File: config.mk
export PLATFORM = sky130hd
export DESIGN_NAME = signed_byte_alu_mul_div_flat
export DESIGN_NICKNAME = d
export VERILOG_FILES = /design/src/hw/rtl/sbam_pkg.sv /design/src/hw/rtl/sbam_in_if.sv /design/src/hw/rtl/sbam_out_if.sv /design/src/hw/rtl/sbam_front.sv /design/src/hw/rtl/sbam_queue.sv /design/src/hw/rtl/sbam_back.sv /design/src/hw/rtl/signed_byte_alu_mul_div.sv /design/src/flat_wrapper.sv
export SDC_FILE = /design/constraint.sdc
export NUM_CORES = 1
export LEC_CHECK = 0
export ABC_CLOCK_PERIOD_IN_PS = 4750
export BUFFER_PORTS_ARGS = -buffer_cell sky130_fd_sc_hd__buf_2
export CAP_MARGIN = 0
export CORE_MARGIN = 10
export CORE_UTILIZATION = 65
export CTS_CLUSTER_DIAMETER = 30
export DETAILED_ROUTE_END_ITERATION = 8
export PLACE_DENSITY = 0.92
export SETUP_SLACK_MARGIN = 0.1
export SYNTH_ARGS = -nofsm -noshare
export SYNTH_HDL_FRONTEND = slang
export SYNTH_SLANG_ARGS = --single-unit
File: constraint.sdc
create_clock -name clk -period 4.75 [get_ports clk]
set_clock_uncertainty 0.1 [all_clocks]
set_input_delay 0.475 -clock clk [delete_from_list [all_inputs] [get_ports clk]]
set_output_delay 0.475 -clock clk [all_outputs]
set_load 0.1 [all_outputs]
File: src/hw/rtl/sbam_pkg.sv
// Package for the signed byte ALU: widths, operation codes, the entry that
// passes through the command queue, and the back-end state type.
// No dependencies; every other file imports it.
package sbam_pkg;

  localparam int WIDTH   = 8;                      // operand width
  localparam int CMD_W   = 2;
  localparam int IN_W    = 8;                      // a_value / b_value field width
  localparam int RES_W   = 16;                     // result field width
  localparam int REM_W   = 8;                      // remainder field width
  localparam int PROD_W  = 2 * WIDTH;
  localparam int CNT_W   = $clog2(WIDTH);
  localparam int Q_DEPTH = 2;
  localparam int QPTR_W  = $clog2(Q_DEPTH);
  localparam int QCNT_W  = $clog2(Q_DEPTH + 1);

  typedef enum logic [CMD_W-1:0] {
    CMD_ADD = 2'd0,
    CMD_SUB = 2'd1,
    CMD_MUL = 2'd2,
    CMD_DIV = 2'd3
  } cmd_t;

  // Classified operation as handed from the front end to the back end.
  typedef struct packed {
    cmd_t             cmd;
    logic [WIDTH-1:0] mag_a;   // |a|, unsigned
    logic [WIDTH-1:0] mag_b;   // |b|, unsigned
    logic [WIDTH-1:0] sum;     // wrapped a+b or a-b
    logic             neg_q;   // operand signs differ
    logic             neg_a;   // dividend is negative
    logic             dz;      // divide with zero divisor
  } sbam_entry_t;

  typedef enum logic [1:0] {
    BK_IDLE,
    BK_MUL,
    BK_DIV,
    BK_OUT
  } back_state_t;

endpackage

File: src/hw/rtl/sbam_in_if.sv
// Input channel interface: valid/ready handshake with the operation payload.
// Depends on sbam_pkg for field widths.
interface sbam_in_if;
  import sbam_pkg::*;

  logic                    valid;
  logic                    ready;
  logic [CMD_W-1:0]        cmd;
  logic signed [IN_W-1:0]  a_value;
  logic signed [IN_W-1:0]  b_value;

  modport source (output valid, cmd, a_value, b_value, input ready);
  modport sink   (input valid, cmd, a_value, b_value, output ready);
endinterface

File: src/hw/rtl/sbam_out_if.sv
// Result channel interface: valid/ready handshake with the result payload.
// Depends on sbam_pkg for field widths.
interface sbam_out_if;
  import sbam_pkg::*;

  logic                     valid;
  logic                     ready;
  logic signed [RES_W-1:0]  result;
  logic signed [REM_W-1:0]  remainder;
  logic                     divide_by_zero;

  modport source (output valid, result, remainder, divide_by_zero, input ready);
  modport sink   (input valid, result, remainder, divide_by_zero, output ready);
endinterface

File: src/hw/rtl/sbam_front.sv
// Front end: takes input beats and classifies them into queue entries
// (magnitudes, signs, zero-divisor flag, wrapped sum or difference).
// Depends on sbam_pkg and sbam_in_if.
module sbam_front (
  sbam_in_if.sink              in_ch,
  input  logic                 q_full,
  output logic                 q_push,
  output sbam_pkg::sbam_entry_t q_wdata
);
  import sbam_pkg::*;

  logic [WIDTH-1:0] a;
  logic [WIDTH-1:0] b;
  cmd_t             cmd;

  assign a   = in_ch.a_value[WIDTH-1:0];
  assign b   = in_ch.b_value[WIDTH-1:0];
  assign cmd = cmd_t'(in_ch.cmd);

  assign in_ch.ready = !q_full;
  assign q_push      = in_ch.valid && !q_full;

  always_comb begin
    q_wdata.cmd   = cmd;
    // The magnitude of the most negative value wraps to itself, which is
    // its correct unsigned magnitude.
    q_wdata.mag_a = a[WIDTH-1] ? (~a + 1'b1) : a;
    q_wdata.mag_b = b[WIDTH-1] ? (~b + 1'b1) : b;
    q_wdata.sum   = (cmd == CMD_SUB) ? (a - b) : (a + b);
    q_wdata.neg_q = a[WIDTH-1] ^ b[WIDTH-1];
    q_wdata.neg_a = a[WIDTH-1];
    q_wdata.dz    = (cmd == CMD_DIV) && (b == '0);
  end

endmodule

File: src/hw/rtl/sbam_queue.sv
// Short command queue between the front and back ends.
// Depends on sbam_pkg for the entry type and depth.
module sbam_queue (
  input  logic                  clk,
  input  logic                  rst_n,
  input  logic                  push,
  input  sbam_pkg::sbam_entry_t wdata,
  output logic                  full,
  input  logic                  pop,
  output logic                  not_empty,
  output sbam_pkg::sbam_entry_t rdata
);
  import sbam_pkg::*;

  sbam_entry_t       mem_r [Q_DEPTH];
  logic [QPTR_W-1:0] wr_ptr_r;
  logic [QPTR_W-1:0] rd_ptr_r;
  logic [QCNT_W-1:0] count_r;

  assign full      = (count_r == QCNT_W'(Q_DEPTH));
  assign not_empty = (count_r != '0);
  assign rdata     = mem_r[rd_ptr_r];

  always_ff @(posedge clk) begin
    if (push) begin
      mem_r[wr_ptr_r] <= wdata;
    end
  end

  always_ff @(posedge clk) begin
    if (!rst_n) begin
      wr_ptr_r <= '0;
      rd_ptr_r <= '0;
      count_r  <= '0;
    end else begin
      if (push) begin
        wr_ptr_r <= (wr_ptr_r == QPTR_W'(Q_DEPTH - 1)) ? '0 : wr_ptr_r + 1'b1;
      end
      if (pop) begin
        rd_ptr_r <= (rd_ptr_r == QPTR_W'(Q_DEPTH - 1)) ? '0 : rd_ptr_r + 1'b1;
      end
      if (push && !pop) begin
        count_r <= count_r + 1'b1;
      end else if (pop && !push) begin
        count_r <= count_r - 1'b1;
      end
    end
  end

endmodule

File: src/hw/rtl/sbam_back.sv
// Back end: iterative shift-add multiplier and restoring divider sharing the
// bit counter and the mp_r operand register, sign fix-up and the output register.
// Depends on sbam_pkg and sbam_out_if.
module sbam_back (
  input  logic                  clk,
  input  logic                  rst_n,
  input  logic                  q_not_empty,
  input  sbam_pkg::sbam_entry_t q_rdata,
  output logic                  q_pop,
  sbam_out_if.source            out_ch
);
  import sbam_pkg::*;

  back_state_t         state_r, state_nxt;
  logic [CNT_W-1:0]    cnt_r, cnt_nxt;
  sbam_entry_t         ent_r, ent_nxt;
  logic [PROD_W-1:0]   acc_r, acc_nxt;     // product accumulator
  logic [PROD_W-1:0]   mc_r, mc_nxt;       // shifted multiplicand
  logic [WIDTH-1:0]    mp_r, mp_nxt;       // multiplier, or dividend/quotient
  logic [WIDTH-1:0]    rem_r, rem_nxt;     // partial remainder
  logic                out_valid_r, out_valid_nxt;
  logic [RES_W-1:0]    out_res_r, out_res_nxt;
  logic [REM_W-1:0]    out_rem_r, out_rem_nxt;
  logic                out_dz_r, out_dz_nxt;

  logic [WIDTH:0]      div_shift;
  logic [WIDTH:0]      div_diff;
  logic                div_ge;
  logic [PROD_W-1:0]   prod_fix;
  logic [WIDTH-1:0]    quo_fix;
  logic [WIDTH-1:0]    rem_fix;
  logic                out_free;

  assign div_shift = {rem_r, mp_r[WIDTH-1]};
  assign div_ge    = (div_shift >= {1'b0, ent_r.mag_b});
  assign div_diff  = div_shift - {1'b0, ent_r.mag_b};
  assign prod_fix  = ent_r.neg_q ? (~acc_r + 1'b1) : acc_r;
  assign quo_fix   = ent_r.neg_q ? (~mp_r + 1'b1) : mp_r;
  assign rem_fix   = ent_r.neg_a ? (~rem_r + 1'b1) : rem_r;
  assign out_free  = !out_valid_r || out_ch.ready;

  assign out_ch.valid          = out_valid_r;
  assign out_ch.result         = out_res_r;
  assign out_ch.remainder      = out_rem_r;
  assign out_ch.divide_by_zero = out_dz_r;

  always_comb begin
    state_nxt     = state_r;
    cnt_nxt       = cnt_r;
    ent_nxt       = ent_r;
    acc_nxt       = acc_r;
    mc_nxt        = mc_r;
    mp_nxt        = mp_r;
    rem_nxt       = rem_r;
    out_res_nxt   = out_res_r;
    out_rem_nxt   = out_rem_r;
    out_dz_nxt    = out_dz_r;
    out_valid_nxt = out_valid_r && !out_ch.ready;
    q_pop         = 1'b0;

    case (state_r)
      BK_IDLE: begin
        if (q_not_empty) begin
          q_pop   = 1'b1;
          ent_nxt = q_rdata;
          cnt_nxt = CNT_W'(WIDTH - 1);
          acc_nxt = '0;
          rem_nxt = '0;
          mc_nxt  = PROD_W'(q_rdata.mag_a);
          mp_nxt  = (q_rdata.cmd == CMD_MUL) ? q_rdata.mag_b : q_rdata.mag_a;
          case (q_rdata.cmd)
            CMD_MUL: state_nxt = BK_MUL;
            CMD_DIV: state_nxt = q_rdata.dz ? BK_OUT : BK_DIV;
            default: state_nxt = BK_OUT;
          endcase
        end
      end
      BK_MUL: begin
        if (mp_r[0]) begin
          acc_nxt = acc_r + mc_r;
        end
        mc_nxt  = {mc_r[PROD_W-2:0], 1'b0};
        mp_nxt  = {1'b0, mp_r[WIDTH-1:1]};
        cnt_nxt = cnt_r - 1'b1;
        if (cnt_r == '0) begin
          state_nxt = BK_OUT;
        end
      end
      BK_DIV: begin
        // One quotient bit per cycle, most significant first.
        rem_nxt = div_ge ? div_diff[WIDTH-1:0] : div_shift[WIDTH-1:0];
        mp_nxt  = {mp_r[WIDTH-2:0], div_ge};
        cnt_nxt = cnt_r - 1'b1;
        if (cnt_r == '0) begin
          state_nxt = BK_OUT;
        end
      end
      BK_OUT: begin
        if (out_free) begin
          out_valid_nxt = 1'b1;
          out_dz_nxt    = ent_r.dz;
          out_rem_nxt   = '0;
          case (ent_r.cmd)
            CMD_MUL: out_res_nxt = RES_W'(signed'(prod_fix));
            CMD_DIV: begin
              if (ent_r.dz) begin
                out_res_nxt = '0;
              end else begin
                out_res_nxt = RES_W'(signed'(quo_fix));
                out_rem_nxt = REM_W'(signed'(rem_fix));
              end
            end
            default: out_res_nxt = RES_W'(signed'(ent_r.sum));
          endcase
          state_nxt = BK_IDLE;
        end
      end
      default: state_nxt = BK_IDLE;
    endcase
  end

  always_ff @(posedge clk) begin
    if (!rst_n) begin
      state_r     <= BK_IDLE;
      out_valid_r <= 1'b0;
    end else begin
      state_r     <= state_nxt;
      out_valid_r <= out_valid_nxt;
    end
  end

  always_ff @(posedge clk) begin
    cnt_r     <= cnt_nxt;
    ent_r     <= ent_nxt;
    acc_r     <= acc_nxt;
    mc_r      <= mc_nxt;
    mp_r      <= mp_nxt;
    rem_r     <= rem_nxt;
    out_res_r <= out_res_nxt;
    out_rem_r <= out_rem_nxt;
    out_dz_r  <= out_dz_nxt;
  end

  a_pop_only_idle: assert property (@(posedge clk) disable iff (!rst_n)
    q_pop |-> (state_r == BK_IDLE))
    else $error("queue popped while the back end was busy");

  a_div_rem_bound: assert property (@(posedge clk) disable iff (!rst_n)
    (state_r == BK_DIV) |-> (rem_r < ent_r.mag_b))
    else $error("partial remainder not below the divisor");

  a_mul_runs_full: assert property (@(posedge clk) disable iff (!rst_n)
    (state_r == BK_MUL && cnt_r != '0) |=> (state_r == BK_MUL))
    else $error("multiply left before all multiplier bits were used");

  a_dz_zero: assert property (@(posedge clk) disable iff (!rst_n)
    (out_valid_r && out_dz_r) |-> (out_res_r == '0 && out_rem_r == '0))
    else $error("zero-divisor beat carries nonzero results");

endmodule

File: src/hw/rtl/signed_byte_alu_mul_div.sv
// Signed byte ALU: add, subtract, 16-bit multiply and divide with remainder.
//
// Channels: in_ch carries cmd, a_value and b_value; out_ch carries result,
// remainder and divide_by_zero. Both use valid/ready, a beat moves when both
// are high. One result beat is produced for every input beat, in order.
// Add, subtract and a zero-divisor divide pass from the input beat through
// the queue, the back-end entry register and the output register to
// out_ch.valid; multiply and divide also iterate in the back end first, one
// multiplier or quotient bit per cycle in the shared shift-add /
// restoring-subtract unit. The back end holds one item at a time and pops the
// next only after the last result has gone into the output register.
// A two-entry queue lets the front end keep taking beats while the back end
// iterates or a finished result waits in the output register.
// Reset (rst_n low, synchronous) empties the queue, returns the back end to
// idle and drops out_ch.valid. When the receiver holds out_ch.ready low, the
// result stays on out_ch, the back end waits with the next result, and in_ch
// goes not-ready once the queue fills.
module signed_byte_alu_mul_div (
  input  logic        clk,
  input  logic        rst_n,
  sbam_in_if.sink     in_ch,
  sbam_out_if.source  out_ch
);
  import sbam_pkg::*;

  sbam_entry_t q_wdata;
  sbam_entry_t q_rdata;
  logic        q_push;
  logic        q_pop;
  logic        q_full;
  logic        q_not_empty;

  sbam_front u_front (
    .in_ch   (in_ch),
    .q_full  (q_full),
    .q_push  (q_push),
    .q_wdata (q_wdata)
  );

  sbam_queue u_queue (
    .clk       (clk),
    .rst_n     (rst_n),
    .push      (q_push),
    .wdata     (q_wdata),
    .full      (q_full),
    .pop       (q_pop),
    .not_empty (q_not_empty),
    .rdata     (q_rdata)
  );

  sbam_back u_back (
    .clk         (clk),
    .rst_n       (rst_n),
    .q_not_empty (q_not_empty),
    .q_rdata     (q_rdata),
    .q_pop       (q_pop),
    .out_ch      (out_ch)
  );

endmodule
File: src/flat_wrapper.sv
// flat-port wrapper written by rule: the top's interface ports become plain ports
module signed_byte_alu_mul_div_flat import sbam_pkg::*;
  (clk, rst_n, in_ch_valid, in_ch_cmd, in_ch_a_value, in_ch_b_value, in_ch_ready, out_ch_valid, out_ch_result, out_ch_remainder, out_ch_divide_by_zero, out_ch_ready);
  sbam_in_if in_ch_i ();
  sbam_out_if out_ch_i ();
  input  logic clk;
  input  logic rst_n;
  input wire logic [$bits(in_ch_i.valid)-1:0] in_ch_valid;
  input wire logic [$bits(in_ch_i.cmd)-1:0] in_ch_cmd;
  input wire logic [$bits(in_ch_i.a_value)-1:0] in_ch_a_value;
  input wire logic [$bits(in_ch_i.b_value)-1:0] in_ch_b_value;
  output wire logic [$bits(in_ch_i.ready)-1:0] in_ch_ready;
  output wire logic [$bits(out_ch_i.valid)-1:0] out_ch_valid;
  output wire logic [$bits(out_ch_i.result)-1:0] out_ch_result;
  output wire logic [$bits(out_ch_i.remainder)-1:0] out_ch_remainder;
  output wire logic [$bits(out_ch_i.divide_by_zero)-1:0] out_ch_divide_by_zero;
  input wire logic [$bits(out_ch_i.ready)-1:0] out_ch_ready;
  assign in_ch_i.valid = in_ch_valid;
  assign in_ch_i.cmd = in_ch_cmd;
  assign in_ch_i.a_value = in_ch_a_value;
  assign in_ch_i.b_value = in_ch_b_value;
  assign in_ch_ready = in_ch_i.ready;
  assign out_ch_valid = out_ch_i.valid;
  assign out_ch_result = out_ch_i.result;
  assign out_ch_remainder = out_ch_i.remainder;
  assign out_ch_divide_by_zero = out_ch_i.divide_by_zero;
  assign out_ch_i.ready = out_ch_ready;
  signed_byte_alu_mul_div u_core (.clk(clk), .rst_n(rst_n), .in_ch(in_ch_i), .out_ch(out_ch_i));
endmodule
==> insert_results.sql, run 1 <==
INSERT INTO impl_metrics (metric_group, metric, value, unit) VALUES
('layout', 'finish.net_count', '831', ''),
('worst_setup_path', 'crit_path_cell_trace', 'inv_1 -> ha_1 -> o21a_1 -> a21boi_1 -> buf_4', ''),
('worst_setup_path', 'worst-path-buf-inv', '2', ''),
('clock_network', 'ctsHoldBuffers', '0', ''),
('worst_setup_path', 'timing.critical_path.fanout_max', '30', ''),
('placed_design', 'portBuffers', '48', ''),
('worst_setup_path', 'worstSetupEndpointType', 'flip-flop', ''),
('yosys', 'synth.ff_latch_count', '163', ''),
('floorplan', 'start_util', '0.659', ''),
('layout', 'syn_to_final_growth', '12.3', '%'),
('route', 'detail_route.wl_per_cell', '19.2', 'microns'),
('route', 'wl_met2', '9370', 'microns'),
('worst_setup_path', 'cp.arrival', '3270', 'ps'),
('clock_network', 'cts.sinks', '163', ''),
('global_routing', 'number_of_global_route_vias_before_repair', '5986', ''),
('route', 'dr.pass1.iters', '5', ''),
('worst_setup_path', 'critPathMaxStageDelay', '770', 'ps'),
('power_and_ir_drop', 'power.leakage', '3.75', 'nW'),
('layout', 'post_route_cells_drive_above_1_share', '0.166', ''),
('clock_network', 'cts_repair_resize_count', '0', ''),
('clock_network', 'clkSlewWorstSetupHoldPaths', '60', 'ps'),
('yosys', 'mappedNetlistNets', '779', ''),
('route', 'drt_iter0_markers', '542', ''),
('route', 'route.antenna.remaining_nets', '0', ''),
('route', 'finalWirelength', '18300', 'microns'),
('yosys', 'ys_async_sr_fraction', '0', ''),
('clock_network', 'clkLatencyLatePin', '420', 'ps'),
('floorplan', 'core', '0.0132', 'sq mm'),
('clock_network', 'cts_root_buf', 'sky130_fd_sc_hd__clkbuf_16', ''),
('floorplan', 'dieArea', '0.0184', 'sq mm'),
('worst_hold_path', 'worstHoldPathType', 'primary input to flip-flop', ''),
('worst_setup_path', 'worst_ep_required_time', '4770', 'ps'),
('sta', 'setup_viol_count_final', '0', ''),
('route', 'detailroute.wirelength.met3', '1190', 'microns'),
('route', 'route.vias.total', '5901', ''),
('yosys', 'yosys_warnings', '0', ''),
('clock_network', 'max-clock-path-buffers', '2', ''),
('global_routing', 'global_route.usage.total', '0.203', ''),
('global_routing', 'wire_length_of_the_first_global_routing_pass', '29500', 'microns'),
('yosys', 'dominantRegCellSynth', 'sky130_fd_sc_hd__edfxtp_1', ''),
('clock_network', 'cts-htree-levels', '4', ''),
('yosys', 'syn-instance-count', '711', ''),
('yosys', 'synth_top_cell_area_share', '0.536', ''),
('floorplan', 'placement_rows', '42', ''),
('outcome', 'outcome', 'finished clean', ''),
('global_routing', 'grt_antenna_before_repair', '0', ''),
('sta', 'worst_slew_pin_slew', '1250', 'ps'),
('worst_setup_path', 'critical-path-top-delay-family', 'compound AO/OA/AOI/OAI gates', ''),
('global_routing', 'residual_overflow_from_global_routing', '0', ''),
('floorplan', 'die_height', '136', 'microns'),
('yosys', 'synth-edff-count', '155', ''),
('floorplan', 'die_w', '136', 'microns'),
('yosys', 'syn_area', '0.00869', 'sq mm'),
('clock_network', 'tritoncts', 'done', ''),
('job', 'timing.max_cap.violations', '0', ''),
('sta', 'highest_achievable_clock_rate', '0.308', 'GHz'),
('power_and_ir_drop', 'maximum_vdd_ir_drop', '318', 'uV'),
('placed_design', 'dp_cells', '920', ''),
('floorplan', 'num_io_pins', '49', ''),
('route', 'avgViaCountPerCell', '6.20', ''),
('sta', 'finalMaxSlewViolations', '0', ''),
('layout', 'final_util', '0.740', ''),
('sta', 'setup_tns', '0', 'ps'),
('placed_design', 'hpwl', '13300', 'microns'),
('layout', 'total_inserted_antenna_cells', '0', ''),
('layout', 'num-fill-cells', '832', ''),
('yosys', 'post_synthesis_cell_type_count', '57', ''),
('route', 'route.layer.met1.wl', '7110', 'microns'),
('yosys', 'synthDominantAreaCellType', 'sky130_fd_sc_hd__edfxtp_1', ''),
('sta', 'min_period_over_period', '0.683', ''),
('route', 'drc', '0', '');
## final cells by class
type / count / area (sq um) / area share
Clock buffer: 20 / 437 / 0.0448
Clock inverter: 12 / 203 / 0.0208
Inverter: 36 / 135 / 0.0139
Multi-Input combinational cell: 491 / 3660 / 0.375
Sequential cell: 163 / 4810 / 0.494
Tap cell: 176 / 220 / 0.0226
Timing Repair Buffer: 54 / 285 / 0.0292
## where the power goes
group	total [mW]	internal (mW)	switching, mW
Clock	1.48	0.936	0.540
Sequential	2.68	2.26	0.416
Combinational	3.07	1.20	1.87
## routing by layer
metal | up-vias | global-route usage
li1 | 2771 | -
met1 | 2800 | 0.225
met2 | 270 | 0.359
met3 | 60 | 0.0464
met4 | 0 | 0.100
met5 | - | 0
## state kept, by name, indices dropped and copies added, names as in the netlist, named ones only
name / cells
u_core.u_queue.rd_ptr_r: 1
u_core.u_queue.wr_ptr_r: 1
u_core.u_queue.mem_r: 58
u_core.u_back.acc_r: 16
u_core.u_back.out_ch.valid: 1
u_core.u_back.cnt_r: 3
u_core.u_back.out_ch.result: 16
u_core.u_back.rem_r: 8
u_core.u_back.out_ch.remainder: 8
u_core.u_back.mc_r: 16
u_core.u_back.ent_r: 21
u_core.u_queue.count_r: 2
u_core.u_back.out_ch.divide_by_zero: 1
u_core.u_back.mp_r: 8
u_core.u_back.state_r: 2
## cells in the mapped netlist, types with 3 or more instances
library cell	n
sky130_fd_sc_hd__clkbuf_1	15
sky130_fd_sc_hd__nor2_1	38
sky130_fd_sc_hd__or3_1	9
sky130_fd_sc_hd__inv_1	35
sky130_fd_sc_hd__mux2_2	35
sky130_fd_sc_hd__a31oi_1	5
sky130_fd_sc_hd__nor2b_1	12
sky130_fd_sc_hd__nand2b_1	16
sky130_fd_sc_hd__mux2i_1	18
sky130_fd_sc_hd__o41ai_1	3
sky130_fd_sc_hd__a211oi_1	4
sky130_fd_sc_hd__o31ai_1	15
sky130_fd_sc_hd__nand3_1	10
sky130_fd_sc_hd__a21o_1	7
sky130_fd_sc_hd__o221ai_1	4
sky130_fd_sc_hd__a221oi_1	7
sky130_fd_sc_hd__xnor2_1	30
sky130_fd_sc_hd__and3_1	5
sky130_fd_sc_hd__o22ai_1	3
sky130_fd_sc_hd__edfxtp_1	155
sky130_fd_sc_hd__xor2_1	34
sky130_fd_sc_hd__dfxtp_1	8
sky130_fd_sc_hd__nor3_1	7
sky130_fd_sc_hd__o21ai_0	39
sky130_fd_sc_hd__buf_1	3
sky130_fd_sc_hd__fa_1	3
sky130_fd_sc_hd__ha_1	43
sky130_fd_sc_hd__a21boi_0	4
sky130_fd_sc_hd__o311ai_0	3
sky130_fd_sc_hd__a21oi_1	39
sky130_fd_sc_hd__nand2_1	39
sky130_fd_sc_hd__and2_1	14
sky130_fd_sc_hd__buf_2	3
sky130_fd_sc_hd__o21a_1	12
sky130_fd_sc_hd__or2_2	3
## stage by stage
stage                     instance area [sq um]  worst slack, ps  hold slack, ps  total power [mW]
after detailed placement                   9120             1480             420              5.68
after floorplan                            8690             1540             355              4.91
after global placement                     9120             1670             402              5.46
after CTS                                  9760             1480             155              7.20
after global routing                       9760             1280             159              7.63
final                                      9760             1510             174              7.23
## path summary, 6_finish.rpt
kind,slack [ps],to,startpoint,cells past startpoint
worst max-delay path,1510,u_core.u_back.acc_r[15],u_core.u_back.state_r[1],5
worst max register to register,1510,u_core.u_back.acc_r[15],u_core.u_back.state_r[1],5
worst min-delay path,170,u_core.u_queue.mem_r[1][28],in_ch_cmd[1],1
worst min register to register,440,u_core.u_back.out_ch.result[3],u_core.u_back.ent_r[6],1
## layout by cell type, fill, tap and decap left out, types with 3 or more instances in the layout
master,n
sky130_fd_sc_hd__o21a_1,12
sky130_fd_sc_hd__clkbuf_16,17
sky130_fd_sc_hd__a21o_1,7
sky130_fd_sc_hd__o41ai_1,3
sky130_fd_sc_hd__a211oi_1,4
sky130_fd_sc_hd__xor2_1,34
sky130_fd_sc_hd__and2_1,14
sky130_fd_sc_hd__or2_2,3
sky130_fd_sc_hd__xnor2_1,30
sky130_fd_sc_hd__bufinv_16,5
sky130_fd_sc_hd__nand2_1,39
sky130_fd_sc_hd__ha_1,43
sky130_fd_sc_hd__and3_1,5
sky130_fd_sc_hd__buf_4,6
sky130_fd_sc_hd__o21ai_0,39
sky130_fd_sc_hd__nor3_1,7
sky130_fd_sc_hd__o22ai_1,3
sky130_fd_sc_hd__o31ai_1,15
sky130_fd_sc_hd__fa_1,3
sky130_fd_sc_hd__buf_2,48
sky130_fd_sc_hd__clkinv_4,3
sky130_fd_sc_hd__edfxtp_1,155
sky130_fd_sc_hd__nor2b_1,11
sky130_fd_sc_hd__inv_1,35
sky130_fd_sc_hd__dfxtp_1,8
sky130_fd_sc_hd__mux2i_1,18
sky130_fd_sc_hd__clkbuf_1,3
sky130_fd_sc_hd__a31oi_1,5
sky130_fd_sc_hd__nand3_1,10
sky130_fd_sc_hd__a221oi_1,7
sky130_fd_sc_hd__o221ai_1,4
sky130_fd_sc_hd__a21oi_1,39
sky130_fd_sc_hd__o311ai_0,3
sky130_fd_sc_hd__mux2_2,35
sky130_fd_sc_hd__a21boi_0,3
sky130_fd_sc_hd__or3_1,9
sky130_fd_sc_hd__nand2b_1,16
sky130_fd_sc_hd__nor2_1,37
## logic make-up (layout without fill, tap and decap cells)
logic type	after synthesis	count (layout)	share of synthesized area
compound gates	162	162	0.123
mux	53	53	0.0661
buf+inv	57	122	0.0251
simple gates	166	166	0.0979
fa+ha+maj	46	46	0.0688
flops	163	163	0.554
xor+xnor	64	64	0.0645
(Power assumes the default switching activity.)
==> run 2, diff against run 1 <==
- ABC_CLOCK_PERIOD_IN_PS: 4750 -> 2800
- CORE_UTILIZATION: 65 -> 56
- PLACE_DENSITY: 0.92 -> 0.85
- clock period: 4.75 -> 2.8 ns (I/O delays scaled with it)
==> run 2 against run 1 <==
Worst setup slack worse by 1300 ps. Critical path depth up 3. Design area up 0.76%. Die area up 14%. Clock-buffer cell count down 2. Register-to-register slack worse by 1300 ps. Hold slack worse by 140 ps. First-iteration DRC count down 29%. Sequential share of layout area down 0.37 points. Via count down 1.6%. Combinational power up 74%. Critical endpoint is now u_core.u_back.acc_r[14]. Highest routed layer unchanged.
==> insert_results.sql, run 2 (synthesized netlist as in run 1, its figures left out) <==
INSERT INTO impl_metrics (metric_group, metric, value, unit) VALUES
('sta', 'report.final.hold_viol_count', '0', ''),
('layout', 'multi_input_combinational_cell_area', '0.00369', 'sq mm'),
('layout', 'finalNonFillerCells', '977', ''),
('route', 'route.antenna.remaining_nets', '0', ''),
('worst_setup_path', 'crit_path_top_delay_cell', 'sky130_fd_sc_hd__edfxtp_1', ''),
('route', 'drt_iter0_markers', '387', ''),
('placed_design', 'dp_worst_setup_slack', '60.1', 'ps'),
('floorplan', 'dieArea', '0.0209', 'sq mm'),
('layout', 'layout.cells.most_common', 'sky130_fd_sc_hd__edfxtp_1', ''),
('sta', 'setup_viol_count_final', '0', ''),
('global_routing', 'grt_max_degree', '31', ''),
('clock_network', 'cts.repair_timing.setup_buffer_count', '0', ''),
('layout', 'layout_top_registers', 'u_core.u_queue.mem_r x58, u_core.u_back.ent_r x21', ''),
('global_routing', 'grt_antenna_before_repair', '0', ''),
('floorplan', 'num_io_pins', '49', ''),
('placed_design', 'globalplace.congestion', '0.865', ''),
('route', 'drc', '0', ''),
('outcome', 'outcome', 'finished clean', ''),
('clock_network', 'cts_root_buf', 'sky130_fd_sc_hd__clkbuf_16', ''),
('floorplan', 'start_util', '0.572', ''),
('sta', 'setup_tns', '0', 'ps'),
('worst_setup_path', 'crit_path_cell_trace', 'ha_2 -> fa_2 -> a21o_1 -> a221oi_2 -> buf_4 -> o31ai_2 -> a311oi_1 -> mux2i_1', ''),
('clock_network', 'max-clock-path-buffers', '2', ''),
('sta', 'worst_case_headroom_to_the_max_slew_limit', '0.447', ''),
('power_and_ir_drop', 'maximum_vdd_ir_drop', '582', 'uV'),
('worst_setup_path', 'worst_ep_required_time', '2970', 'ps'),
('clock_network', 'tritoncts_buffers', '17', ''),
('route', 'dr.pass1.iters', '5', ''),
('power_and_ir_drop', 'power.density', '1230', 'mW/mm^2'),
('layout', 'finish.net_count', '844', ''),
('power_and_ir_drop', 'power.leakage', '3.78', 'nW'),
('layout', 'syn_to_final_growth', '13.1', '%'),
('worst_setup_path', 'cp.arrival', '2720', 'ps'),
('clock_network', 'clkLatencyLatePin', '430', 'ps'),
('global_routing', 'wire_length_of_the_first_global_routing_pass', '29300', 'microns'),
('worst_setup_path', 'timing_worst_setup_path_type', 'flip-flop to flip-flop', ''),
('sta', 'grt_setup_unrepaired', 'no', ''),
('route', 'avgViaCountPerCell', '5.94', ''),
('global_routing', 'global_route.usage.total', '0.179', ''),
('worst_hold_path', 'worstHoldPathType', 'primary input to flip-flop', ''),
('route', 'route.vias.total', '5808', ''),
('layout', 'post_route_cells_drive_above_1_share', '0.186', ''),
('sta', 'final_period_demand_of_the_worst_path', '2560', 'ps'),
('worst_setup_path', 'rrSetupSlack', '240', 'ps'),
('floorplan', 'die_w', '145', 'microns'),
('layout', 'total_inserted_antenna_cells', '0', ''),
('layout', 'num-fill-cells', '1116', ''),
('clock_network', 'cts-htree-levels', '4', ''),
('sta', 'highest_achievable_clock_rate', '0.391', 'GHz'),
('layout', 'sequential_cell_area', '0.00481', 'sq mm'),
('worst_setup_path', 'critPathMaxStageDelay', '420', 'ps'),
('sta', 'finalMaxSlewViolations', '0', ''),
('layout', 'largest_register_ff_count', '58', ''),
('route', 'finalWirelength', '17700', 'microns'),
('placed_design', 'hpwl', '13100', 'microns'),
('worst_setup_path', 'timing.critical_path.fanout_max', '3', ''),
('global_routing', 'number_of_global_route_vias_before_repair', '5968', ''),
('route', 'detail_route.wl_per_cell', '18.1', 'microns'),
('clock_network', 'clkSlewWorstSetupHoldPaths', '60', 'ps'),
('placed_design', 'portBuffers', '48', ''),
('sta', 'worst_slew_pin_slew', '827', 'ps'),
('worst_setup_path', 'worstSetupStartpointType', 'flip-flop', ''),
('layout', 'most-common-layout-cells', 'sky130_fd_sc_hd__edfxtp_1 (155), sky130_fd_sc_hd__buf_2 (48), sky130_fd_sc_hd__ha_1 (42)', ''),
('job', 'timing.max_cap.violations', '0', ''),
('placed_design', 'dp_cells', '941', ''),
('global_routing', 'residual_overflow_from_global_routing', '0', ''),
('worst_setup_path', 'worstSetupEndpointType', 'flip-flop', ''),
('sta', 'layout_setup_ws', '245', 'ps'),
('floorplan', 'core', '0.0152', 'sq mm'),
('clock_network', 'tritoncts', 'done', ''),
('sta', 'min_period_over_period', '0.913', ''),
('floorplan', 'die_height', '145', 'microns'),
('layout', 'largest_register_by_flop_count', 'u_core.u_queue.mem_r', ''),
('layout', 'final_util', '0.647', ''),
('floorplan', 'placement_rows', '45', ''),
('layout', 'final_cell_area', '0.00983', 'sq mm'),
('placed_design', 'placed_area', '0.00921', 'sq mm'),
('clock_network', 'cts.sinks', '163', '');
run 2: changes by cell type in the layout (fill, tap and decap cells not counted), moves of 2 or more:
cell / previous run / this run
sky130_fd_sc_hd__inv_6: 2 / 4
sky130_fd_sc_hd__buf_4: 6 / 15
sky130_fd_sc_hd__clkinv_2: 1 / 5
sky130_fd_sc_hd__bufinv_16: 5 / 1
sky130_fd_sc_hd__clkbuf_1: 3 / 0
sky130_fd_sc_hd__dlygate4sd3_1: 0 / 4
run 2: final timing paths:
check	startpoint	endpoint	cells past startpoint
setup / recovery	u_core.u_back.acc_r[0]	u_core.u_back.acc_r[14]	8
setup reg to reg	u_core.u_back.acc_r[0]	u_core.u_back.acc_r[14]	8
hold reg to reg	u_core.u_back.ent_r[5]	u_core.u_back.out_ch.result[2]	1
hold / removal	rst_n	u_core.u_back.out_ch.valid	2
run 2: worst max-delay path, delay by kind of cell (launching register included):
| family | cells | cell delay (ps) |
|---|---|---|
| AOI/OAI and AO/OA | 4 | 890 |
| adders and majority gates | 2 | 580 |
| DFF | 1 | 420 |
| muxes | 1 | 240 |
| buffers and inverters | 1 | 170 |
run 2: per-stage QoR:
stage	hold WS (ps)	power, mW
2_1_floorplan	279	8.34
3_3_place_gp	392	9.45
3_5_place_dp	406	9.72
4_1_cts	22.4	12.0
5_1_grt	35.9	12.8
6_report	35.0	12.0
run 2: per-layer routing:
layer | vias up | track usage | wire length [microns]
met3 | 39 | 0.0446 | 954
met4 | 0 | 0.0814 | 514
li1 | 2793 | - | -
met5 | - | 0 | 0
met1 | 2789 | 0.212 | 7470
met2 | 187 | 0.301 | 8790
run 2: timing repair:
| item | CTS | global route |
|---|---|---|
| hold buffers | 4 | 0 |
| setup endpoints to repair | 1 | 2 |
| gates resized for setup | 1 | 3 |
| pin swaps | 1 | 1 |
| endpoints found under the hold margin | 8 | 0 |
run 2: layout make-up:
cell class,instances,share of cell area
clock buffer,18,0.0447
clock inverter,14,0.0129
timing repair buffer,67,0.0400
inverter,36,0.0137
tap,188,0.0239
multi-input combinational,491,0.375
sequential,163,0.490
run 2: report_power, final:
group          total [mW]  switching [mW]  leakage, nW  internal (mW)
registers            4.50           0.664         1.53           3.83
clock network        2.20           0.942        0.283           1.26
logic                5.35            3.20         1.97           2.16
total                12.0            4.80         3.78           7.25
==> run 3, diff against run 2 <==
- ABC_AREA: not set -> 1
==> run 3 against run 2 <==
Critical path type is now primary input to flip-flop. Flip-flop and latch count unchanged. Non-clock buffer count is 3 lower. Hold slack better by 15 ps. Critical path depth up 3. Die area is 4.4% higher. Register-to-register slack gained 310 ps. Fmax up 4.5%.
==> insert_results.sql, run 3 <==
INSERT INTO impl_metrics (metric_group, metric, value, unit) VALUES
('layout', 'largest_register_by_flop_count', 'u_core.u_queue.mem_r', ''),
('worst_setup_path', 'worst-path-buf-inv', '3', ''),
('clock_network', 'cts_root_buf', 'sky130_fd_sc_hd__clkbuf_16', ''),
('job', 'timing.max_cap.violations', '0', ''),
('yosys', 'synth_commonest_cells', 'sky130_fd_sc_hd__nand2_1 (260), sky130_fd_sc_hd__edfxtp_1 (155), sky130_fd_sc_hd__inv_1 (146), sky130_fd_sc_hd__nor2_1 (78), sky130_fd_sc_hd__nand3_1 (73)', ''),
('layout', 'post_route_cells_drive_above_1_share', '0.105', ''),
('route', 'dr.pass1.iters', '5', ''),
('clock_network', 'cts.repair_timing.setup_buffer_count', '0', ''),
('clock_network', 'cts-htree-levels', '4', ''),
('sta', 'worst_case_headroom_to_the_max_slew_limit', '0.665', ''),
('sta', 'setup_viol_count_final', '0', ''),
('sta', 'grt_setup_unrepaired', 'no', ''),
('worst_setup_path', 'worstSetupEndpointType', 'flip-flop', ''),
('layout', 'finalNonFillerCells', '1303', ''),
('yosys', 'synth_top_cell_area_share', '0.510', ''),
('yosys', 'synth.yosys.seq_area_share', '0.527', ''),
('yosys', 'ys_async_sr_fraction', '0', ''),
('worst_hold_path', 'hold_crit_depth', '3', ''),
('yosys', 'mappedNetlistNets', '1079', ''),
('sta', 'whs', '49.8', 'ps'),
('yosys', 'post_synthesis_cell_type_count', '48', ''),
('floorplan', 'start_util', '0.573', ''),
('yosys', 'yosys.cell_count.top_type', 'sky130_fd_sc_hd__nand2_1', ''),
('route', 'detail_route.wl_per_cell', '14.4', 'microns'),
('yosys', 'yosys-top-cells-area', 'sky130_fd_sc_hd__edfxtp_1 (51%), sky130_fd_sc_hd__nand2_1 (11%), sky130_fd_sc_hd__inv_1 (6.0%)', ''),
('layout', 'largest_register_ff_count', '58', ''),
('layout', 'syn_to_final_growth', '11.9', '%'),
('sta', 'min_period_over_period', '0.873', ''),
('clock_network', 'clkLatencyLatePin', '430', 'ps'),
('floorplan', 'placement_rows', '46', ''),
('global_routing', 'number_of_global_route_vias_before_repair', '6674', ''),
('yosys', 'synth.ff_latch_count', '163', ''),
('global_routing', 'grt.busiest_layer', 'met2', ''),
('global_routing', 'grt_antenna_before_repair', '0', ''),
('floorplan', 'die_height', '148', 'microns'),
('worst_setup_path', 'timing_worst_setup_path_type', 'primary input to flip-flop', ''),
('sta', 'report.final.hold_viol_count', '0', ''),
('global_routing', 'global_route.usage.total', '0.177', ''),
('worst_setup_path', 'cp.arrival', '2510', 'ps'),
('sta', 'worst_slew_pin_slew', '502', 'ps'),
('layout', 'final_util', '0.641', ''),
('route', 'drc', '0', ''),
('layout', 'layout.cells.most_common', 'sky130_fd_sc_hd__nand2_1', ''),
('floorplan', 'die_w', '148', 'microns'),
('sta', 'highest_achievable_clock_rate', '0.409', 'GHz'),
('power_and_ir_drop', 'power.leakage', '4.56', 'nW'),
('sta', 'setup_tns', '0', 'ps'),
('layout', 'layout_top_registers', 'u_core.u_queue.mem_r x58, u_core.u_back.ent_r x21', ''),
('route', 'drt_iter0_markers', '546', ''),
('clock_network', 'cts_repair_resize_count', '0', ''),
('yosys', 'syn-instance-count', '1011', ''),
('floorplan', 'core', '0.0159', 'sq mm'),
('worst_setup_path', 'worst_ep_required_time', '2860', 'ps'),
('yosys', 'synth.avg_cell_area', '9.03', 'sq um'),
('route', 'route.antenna.remaining_nets', '0', ''),
('route', 'route.vias.total', '6952', ''),
('placed_design', 'portBuffers', '48', ''),
('floorplan', 'dieArea', '0.0218', 'sq mm'),
('yosys', 'syn_area', '0.00913', 'sq mm'),
('placed_design', 'dp_cells', '1267', ''),
('power_and_ir_drop', 'power.density', '1240', 'mW/mm^2'),
('route', 'avgViaCountPerCell', '5.34', ''),
('worst_setup_path', 'critPathMaxStageDelay', '530', 'ps'),
('worst_setup_path', 'crit_path_cell_trace', 'dlygate4sd3_1 -> buf_2 -> inv_1 -> nand2_1 -> o21ai_0 -> ha_1 -> a21oi_1 -> nand2_1 -> nand4_1 -> nand3_1 -> xor2_1', ''),
('worst_setup_path', 'worst-path-stages', '11', ''),
('power_and_ir_drop', 'maximum_vdd_ir_drop', '595', 'uV'),
('worst_setup_path', 'timing.critical_path.fanout_max', '14', ''),
('clock_network', 'tritoncts', 'done', ''),
('global_routing', 'global_route.usage.met1', '0.213', ''),
('layout', 'final_cell_area', '0.0102', 'sq mm'),
('layout', 'total_inserted_antenna_cells', '0', ''),
('yosys', 'dominantRegCellSynth', 'sky130_fd_sc_hd__edfxtp_1', ''),
('clock_network', 'tritoncts_buffers', '17', ''),
('worst_setup_path', 'worst_r2r_path_depth', '6', ''),
('worst_setup_path', 'worstSetupStartpointType', 'primary input', ''),
('yosys', 'yosys_warnings', '0', ''),
('floorplan', 'num_io_pins', '49', ''),
('global_routing', 'grt_max_degree', '42', ''),
('global_routing', 'wire_length_of_the_first_global_routing_pass', '31500', 'microns'),
('placed_design', 'placed_area', '0.00962', 'sq mm'),
('placed_design', 'globalplace.congestion', '0.914', ''),
('global_routing', 'residual_overflow_from_global_routing', '0', ''),
('clock_network', 'max-clock-path-buffers', '2', ''),
('outcome', 'outcome', 'finished clean', ''),
('worst_setup_path', 'critical-path-top-delay-family', 'buffers and inverters', ''),
('layout', 'num-fill-cells', '1252', ''),
('sta', 'finalMaxSlewViolations', '0', ''),
('clock_network', 'cts.sinks', '163', ''),
('worst_hold_path', 'worstHoldPathType', 'primary input to flip-flop', ''),
('worst_setup_path', 'crit_path_top_delay_cell', 'sky130_fd_sc_hd__dlygate4sd3_1', ''),
('yosys', 'synthDominantAreaCellType', 'sky130_fd_sc_hd__edfxtp_1', ''),
('route', 'finalWirelength', '18700', 'microns'),
('layout', 'most-common-layout-cells', 'sky130_fd_sc_hd__nand2_1 (260), sky130_fd_sc_hd__edfxtp_1 (155), sky130_fd_sc_hd__inv_1 (146)', ''),
('sta', 'final_period_demand_of_the_worst_path', '2440', 'ps'),
('layout', 'finish.net_count', '1142', ''),
('worst_setup_path', 'cpMostUsedCell', 'sky130_fd_sc_hd__nand2_1', ''),
('yosys', 'synth-edff-count', '155', ''),
('placed_design', 'hpwl', '13900', 'microns'),
('global_routing', 'grtUsageMet3', '0.0336', ''),
('clock_network', 'clkSlewWorstSetupHoldPaths', '70', 'ps'),
('global_routing', 'global_routing_usage_on_met2', '0.303', '');
## run 3: worst reg2reg max path: stages (launching register included)
cell,delay [ps]
sky130_fd_sc_hd__dfxtp_1,390
sky130_fd_sc_hd__inv_1,80
sky130_fd_sc_hd__ha_1,610
sky130_fd_sc_hd__inv_2,130
sky130_fd_sc_hd__nor2_1,150
sky130_fd_sc_hd__inv_1,70
sky130_fd_sc_hd__nand2_1,360
## run 3: kinds of logic (layout without fill, tap and decap cells)
family,after synthesis,count (layout),synth area share
xor gates and xnor gates,23,23,0.0221
muxes,14,14,0.0153
adders and majority gates,46,46,0.0655
AOI/OAI and AO/OA,141,141,0.0821
buffers and inverters,170,246,0.0767
and+or+nand+nor,454,454,0.211
DFF,163,163,0.527
## run 3: worst paths after layout
kind / start / end / slack [ps]
worst max-delay path: in_ch_cmd[1] / u_core.u_queue.mem_r[0][10] / 360
worst max register to register: u_core.u_back.state_r[0] / u_core.u_back.mp_r[4] / 550
worst min register to register: u_core.u_back.ent_r[0] / u_core.u_back.out_ch.divide_by_zero / 390
worst min-delay path: rst_n / u_core.u_queue.count_r[0] / 50
## run 3: metal layers
metal	routed length [microns]	vias up
met5	0	-
met4	464	0
met3	1080	35
met2	9190	229
met1	7980	3173
li1	-	3515
## run 3: power by group
part / switching (mW) / total (mW) / leakage [nW] / internal (mW)
combinational: 4.12 / 6.01 / 2.74 / 1.89
sequential: 0.548 / 4.48 / 1.54 / 3.93
clock: 0.963 / 2.19 / 0.280 / 1.23
total: 5.63 / 12.7 / 4.56 / 7.05
## run 3: cell type report
class                      instances  area, sq um  area share
clock buffer                      21          472      0.0462
multi-input combinational        678         3630       0.356
sequential                       163         4810       0.471
inverter                         150          568      0.0556
tap                              216          270      0.0265
clock inverter                    11         86.3     0.00845
timing repair buffer              64          370      0.0363
## run 3: per-stage QoR
stage / power [mW] / worst slack [ps]
2_1_floorplan: 9.06 / -318
3_3_place_gp: 10.2 / 326
3_5_place_dp: 10.4 / 235
4_1_cts: 12.7 / 385
5_1_grt: 13.8 / 159
6_report: 12.7 / 355
## run 3: what timing repair did
action	CTS	global route
hold endpoints to repair	8	0
setup endpoints to repair	0	0
hold buffers	4	0
